--- config.mk ---
export PLATFORM = sky130hd
export DESIGN_NAME = ccsi_share_stage
export DESIGN_NICKNAME = d
export VERILOG_FILES = /design/src/hdl/ccsi_pkg.sv /design/src/hdl/ccsi_share_stage.sv
export VERILOG_INCLUDE_DIRS = /design/src /design/src/hdl
export SDC_FILE = /design/constraint.sdc
export NUM_CORES = 2
export LEC_CHECK = 0
export ABC_AREA = 1
export BUFFER_PORTS_ARGS = -buffer_cell sky130_fd_sc_hd__buf_2
export CAP_MARGIN = 20
export CORE_MARGIN = 4
export CORE_UTILIZATION = 30
export CTS_BUF_LIST = sky130_fd_sc_hd__clkbuf_4 sky130_fd_sc_hd__clkbuf_8 sky130_fd_sc_hd__clkbuf_16
export DETAILED_ROUTE_END_ITERATION = 7
export PLACE_DENSITY_LB_ADDON = 0.2
export SKIP_CTS_REPAIR_TIMING = 1
export SLEW_MARGIN = 20
export SYNTH_ARGS = -nofsm -noshare
export SYNTH_HDL_FRONTEND = slang
export SYNTH_SLANG_ARGS = --single-unit
--- constraint.sdc ---
create_clock -name aclk -period 14.2 [get_ports aclk]
set_clock_uncertainty 0.1 [all_clocks]
set_input_delay 0.71 -clock aclk [delete_from_list [all_inputs] [get_ports aclk]]
set_output_delay 0.71 -clock aclk [all_outputs]
set_load 0.01 [all_outputs]
--- src/hdl/crosstalk_charge_share_injector_core_defines.svh ---
// Assertion macros for the crosstalk charge-share injector core.
// Included by every RTL file that carries concurrent assertions.
// No dependencies.
`ifndef CROSSTALK_CHARGE_SHARE_INJECTOR_CORE_DEFINES_SVH
`define CROSSTALK_CHARGE_SHARE_INJECTOR_CORE_DEFINES_SVH

`ifndef SYNTHESIS
// Checked property with synchronous active-low reset disable
`define CCSI_ASSERT(label, clk, rstn, prop) \
    label: assert property (@(posedge clk) disable iff (!rstn) prop) \
        else $error("ccsi assertion failed");
// Checked property that also holds during reset
`define CCSI_ASSERT_ALWAYS(label, clk, prop) \
    label: assert property (@(posedge clk) prop) \
        else $error("ccsi assertion failed");
`else
`define CCSI_ASSERT(label, clk, rstn, prop)
`define CCSI_ASSERT_ALWAYS(label, clk, prop)
`endif

`endif

--- src/hdl/ccsi_pkg.sv ---
// Shared types, widths and constants of the crosstalk charge-share injector.
// Used by all modules of the core; depends on nothing.
package ccsi_pkg;

    // Default geometry
    localparam int CHANNELS_PER_PLANE_DEF = 256;
    localparam int PLANE_COUNT_DEF        = 9;

    // Field widths
    localparam int RAW_W      = 12;
    localparam int PED_W      = 17;
    localparam int PLANE_W    = 4;
    localparam int CHAN_W     = 8;
    localparam int FRAC_W     = 17;
    localparam int FLOOR_W    = 16;
    localparam int SAMPLE_W   = 12;
    localparam int SHARE_W    = 32;
    localparam int CHAN_CMP_W = 11;   // holds the largest channel count

    // Stream packing
    localparam int S_TDATA_W = 48;
    localparam int M_TDATA_W = 16;
    localparam int RAW_LSB   = 0;
    localparam int PED_LSB   = 12;
    localparam int PLANE_LSB = 29;
    localparam int CHAN_LSB  = 33;

    // Configuration port
    localparam int CFG_IDX_W  = 2;
    localparam int CFG_DATA_W = 17;
    localparam logic [CFG_IDX_W-1:0] CFG_STRIP_FRAC  = 2'd0;
    localparam logic [CFG_IDX_W-1:0] CFG_PAD_FRAC    = 2'd1;
    localparam logic [CFG_IDX_W-1:0] CFG_STRIP_FLOOR = 2'd2;
    localparam logic [CFG_IDX_W-1:0] CFG_PAD_FLOOR   = 2'd3;

    // Reset values and clamp limits
    localparam logic [FLOOR_W-1:0]  STRIP_FLOOR_RST = 16'd592;   // 37.0 in Q.4
    localparam logic [FLOOR_W-1:0]  PAD_FLOOR_RST   = 16'd8000;  // 500.0 in Q.4
    localparam logic [SAMPLE_W-1:0] STRIP_MAX       = 12'd255;
    localparam logic [SAMPLE_W-1:0] PAD_MAX         = 12'd4095;

    // Item held between the store read and the share stage
    typedef struct packed {
        logic [RAW_W-1:0]        raw;
        logic signed [PED_W-1:0] ped;
        logic                    pad;
        logic                    replaced;
        logic                    start;
        logic [FRAC_W-1:0]       frac;
    } ccsi_item_t;

endpackage

--- src/hdl/ccsi_share_stage.sv ---
// Share stage: picks the pedestal, adds the carried share, rounds, clamps and
// computes the next carried share; holds the output register. Uses ccsi_pkg.
`include "crosstalk_charge_share_injector_core_defines.svh"

module ccsi_share_stage (
    input  logic                              aclk,
    input  logic                              aresetn,
    input  logic                              st1_valid,
    input  ccsi_pkg::ccsi_item_t              st1_item,
    input  logic signed [ccsi_pkg::PED_W-1:0] rd_data,
    output logic                              out_ready,
    output logic                              m_tvalid,
    input  logic                              m_tready,
    output logic [ccsi_pkg::M_TDATA_W-1:0]    m_tdata,  // [11:0] shared_sample
    output logic [0:0]                        m_tuser   // [0] pedestal_replaced
);

    localparam int SUM_W  = 34;
    localparam int SIG_W  = 35;
    localparam int PROD_W = SIG_W + ccsi_pkg::FRAC_W + 1;
    localparam int SH_W   = PROD_W - 16;

    logic signed [ccsi_pkg::SHARE_W-1:0]  cs_reg;
    logic signed [ccsi_pkg::SHARE_W-1:0]  cs_next;
    logic                                 m_valid_reg;
    logic [ccsi_pkg::SAMPLE_W-1:0]        sample_reg;
    logic                                 repl_reg;

    logic signed [ccsi_pkg::PED_W-1:0]    ped_eff;
    logic signed [ccsi_pkg::SHARE_W-1:0]  cs_eff;
    logic signed [SUM_W-1:0]              sum;
    logic signed [SUM_W-1:0]              sum_rnd;
    logic [SUM_W-9:0]                     res_full;
    logic [ccsi_pkg::SAMPLE_W-1:0]        maxv;
    logic [ccsi_pkg::SAMPLE_W-1:0]        res;
    logic signed [SIG_W-1:0]              ped16;
    logic signed [SIG_W-1:0]              signal;
    logic signed [PROD_W-1:0]             prod;
    logic signed [PROD_W-1:0]             prod_rnd;
    logic signed [SH_W-1:0]               sh;
    logic                                 advance;

    // Sample plus carried share, rounded half up and clamped
    always_comb begin
        ped_eff  = st1_item.replaced ? rd_data : st1_item.ped;
        cs_eff   = st1_item.start ? '0 : cs_reg;
        sum      = SUM_W'(signed'({1'b0, st1_item.raw, 8'h00})) + SUM_W'(cs_eff);
        sum_rnd  = sum + SUM_W'(128);
        res_full = sum_rnd[SUM_W-1:8];
        maxv     = st1_item.pad ? ccsi_pkg::PAD_MAX : ccsi_pkg::STRIP_MAX;
        if (sum[SUM_W-1]) begin
            res = '0;
        end else if (res_full > (SUM_W-8)'(maxv)) begin
            res = maxv;
        end else begin
            res = res_full[ccsi_pkg::SAMPLE_W-1:0];
        end
    end

    // Next carried share: fraction times signal, Q.24 back to Q.8, saturated
    always_comb begin
        ped16    = signed'({{(SIG_W-ccsi_pkg::PED_W-4){ped_eff[ccsi_pkg::PED_W-1]}},
                            ped_eff, 4'h0});
        signal   = st1_item.pad ? (SIG_W'(signed'({1'b0, res, 8'h00})) - ped16)
                                : (SIG_W'(sum) - ped16);
        prod     = PROD_W'(signal) * PROD_W'(signed'({1'b0, st1_item.frac}));
        prod_rnd = prod + PROD_W'(32768);
        sh       = prod_rnd[PROD_W-1:16];
        if (sh[SH_W-1:ccsi_pkg::SHARE_W-1] == '0 ||
            sh[SH_W-1:ccsi_pkg::SHARE_W-1] == '1) begin
            cs_next = sh[ccsi_pkg::SHARE_W-1:0];
        end else if (sh[SH_W-1]) begin
            cs_next = {1'b1, {(ccsi_pkg::SHARE_W-1){1'b0}}};
        end else begin
            cs_next = {1'b0, {(ccsi_pkg::SHARE_W-1){1'b1}}};
        end
    end

    assign out_ready = !m_valid_reg || m_tready;
    assign advance   = st1_valid && out_ready;

    // Carried share and output register
    always_ff @(posedge aclk) begin
        if (!aresetn) begin
            cs_reg      <= '0;
            m_valid_reg <= 1'b0;
        end else begin
            if (advance) begin
                cs_reg <= cs_next;
            end
            if (out_ready) begin
                m_valid_reg <= st1_valid;
            end
        end
    end

    always_ff @(posedge aclk) begin
        if (advance) begin
            sample_reg <= res;
            repl_reg   <= st1_item.replaced;
        end
    end

    assign m_tvalid = m_valid_reg;
    assign m_tdata  = {{(ccsi_pkg::M_TDATA_W-ccsi_pkg::SAMPLE_W){1'b0}}, sample_reg};
    assign m_tuser  = repl_reg;

    // A strip-plane result never exceeds the strip clamp
    `CCSI_ASSERT(a_strip_clamp, aclk, aresetn,
        (advance && !st1_item.pad) |=> (sample_reg <= ccsi_pkg::STRIP_MAX))

endmodule

==> metrics.cfg <==
[route]
first_pass_iters=7
wl_per_cell_um=19.5
routed_via_density=4.79
drtIter0Drc=1488
wl_mm=97.7
drc_errors=0
via_count=24045
antenna_left=0

[floorplanning]
core_area_um2=91700
start_util=0.302
design.die.area_um2=97200
rows=111
num_io_pins=89
die_width_um=312
die_y_um=312

[critical_path]
crit_top_cell=nand2_1
rrSetupSlack_ps=1290
critPathTopFamily=adder cells
start_kind=input pin
reg2reg_depth=70
criticalPathCategory=input pin to register
crit_cells=70
worst-endpoint-required_ps=14300
max_stage_delay_ps=620
crit_start=st1_item[17]
cpMaxStageDelayCell=fa_1
worstReg2RegStart=cs_reg[8]
r2r-end=cs_reg[2]
critPathBufInv=12
end_kind=register
arrival_ps=13310
critical_path.max_fanout=31

[clocking]
h-tree-depth=2
clockBufferDepth=2
root_buffer=clkbuf_16
clkTransAtPathRegs_ps=70
worstSkewPairLatency_ps=310
clock_sinks=46
cts_tree=yes
numCtsBuffers=5

[global_route]
grt_pass1_wl_mm=154
antenna_found_initial=1
grt_use_total=0.204
grt_max_degree=46
grt_pass1_vias=25278
met2_usage=0.339
grtUsageMet3=0.0215
grt_overflow=0
use_met1=0.288
grt_busiest_layer=met2

[placed_design]
post-dp-hpwl_mm=83.4
dpl_worst_slack_ps=405
io_buffers=84
placed_cell_area_um2=29500
gp_congestion=0.925

[layout]
area_growth_pct=7.67
final_util=0.325
drive_above_1_share=0.0739
fin_nets=4672
multi_input_area_um2=22600
largest_reg_flops=32
n_antenna_cell=0
postLayoutCellArea_um2=29800
fillers=10148
regArea_um2=1050

[synth]
ys.flop_type=dfxtp_1
netlist_top_cells_count=909 x inv_1, 798 x nand2_1, 556 x fa_1
synth_most_common_cell=inv_1
synth_top_area_share=0.402
synth_cell_type_count=55
post_synth.cell_area_avg_um2=7.32
async_flop_share=0
yosysWarningCount=0
synth_top_area_cell=fa_1
syn_area_um2=27700
synth_edf_count=13
seq_area_frac_synth=0.0380
synth_area_leaders=fa_1 40%, inv_1 12%, nand2_1 11%
synthCells=3780
yosys_register_bits=46

[timing]
finalCriticalPeriod_ps=13210
setup_ws_ps=991
timing.fmax_ghz=0.0757
whs_ps=391
max_slew_margin=0.303
finalHoldViolCount=0
worst_pin_slew_ps=1040
finalSetupViolCount=0
min_period_over_period=0.930
drv_slew=0

[outcome]
status=finished, final reports clean

[worst_hold_path]
hold_start=cs_reg[31]
hold-path-cell-count=2
holdPathEnd=cs_reg[31]
hp-class=register to register

[run]
drv_cap=0

[area by class of cell]
type,count,share of cell area
tap,1186,0.0498
clock inverter,3,0.000966
sequential,46,0.0353
inverter,939,0.119
timing repair buffer,148,0.0312
multi-input combinational,2691,0.760
clock buffer,5,0.00420
[cells by family (layout without fill, tap and decap cells)]
family                   Yosys count  after routing  share of synthesized area
multiplexers                      12             12                    0.00434
AO/OA/AOI/OAI                    368            368                     0.0729
other                              1              4                   0.000135
adder cells (fa/ha/maj)          771            771                      0.499
buffers and inverters           1046           1095                      0.146
AND/OR/NAND/NOR                 1485           1485                      0.224
flip-flops                        46             46                     0.0380
XOR/XNOR                          51             51                     0.0161
[stage by stage]
stage	std cells	setup TNS (ps)
floorplan	3783	0
global placement	5003	0
detailed placement	5003	0
CTS	5011	0
global route	5018	-5.60
finish	5018	0
[placed cells by master (no fill, tap or decap), drive strengths merged, types with 10 or more instances in the layout]
master / count
nand3: 138
edfxtp: 13
nor3: 19
o21ai: 136
a21oi: 179
mux2i: 12
or2: 10
dfxtp: 33
nand4: 27
nand2: 837
fa: 556
buf: 147
a21o: 12
xnor2: 15
ha: 215
inv: 932
nor2: 438
a31oi: 10
xor2: 36
[per-layer routing]
layer | vias to the layer above | wire length (um)
li1 | 11321 | -
met4 | 2 | 2620
met5 | - | 13
met3 | 97 | 4630
met1 | 12036 | 45000
met2 | 589 | 45500
[worst max-delay path by stage]
stage	end	slack (ps)
3_5_place_dp	cs_reg[30]	410
4_1_cts	cs_reg[2]	670
2_1_floorplan	cs_reg[0]	2540
6_report	cs_reg[2]	990
3_3_place_gp	cs_reg[30]	460
5_1_grt	cs_reg[17]	-6
[worst register-to-register path, delay by kind of cell, from the launching register on]
kind	cells	cell delay (ps)
fa+ha+maj	11	4690
simple gates	35	3950
compound gates	11	2320
buf+inv	12	1170
flops	1	330
xor+xnor	1	210
Power is not shown: default switching activity piles up to over one toggle a cycle in this logic, so the estimate is an artifact.
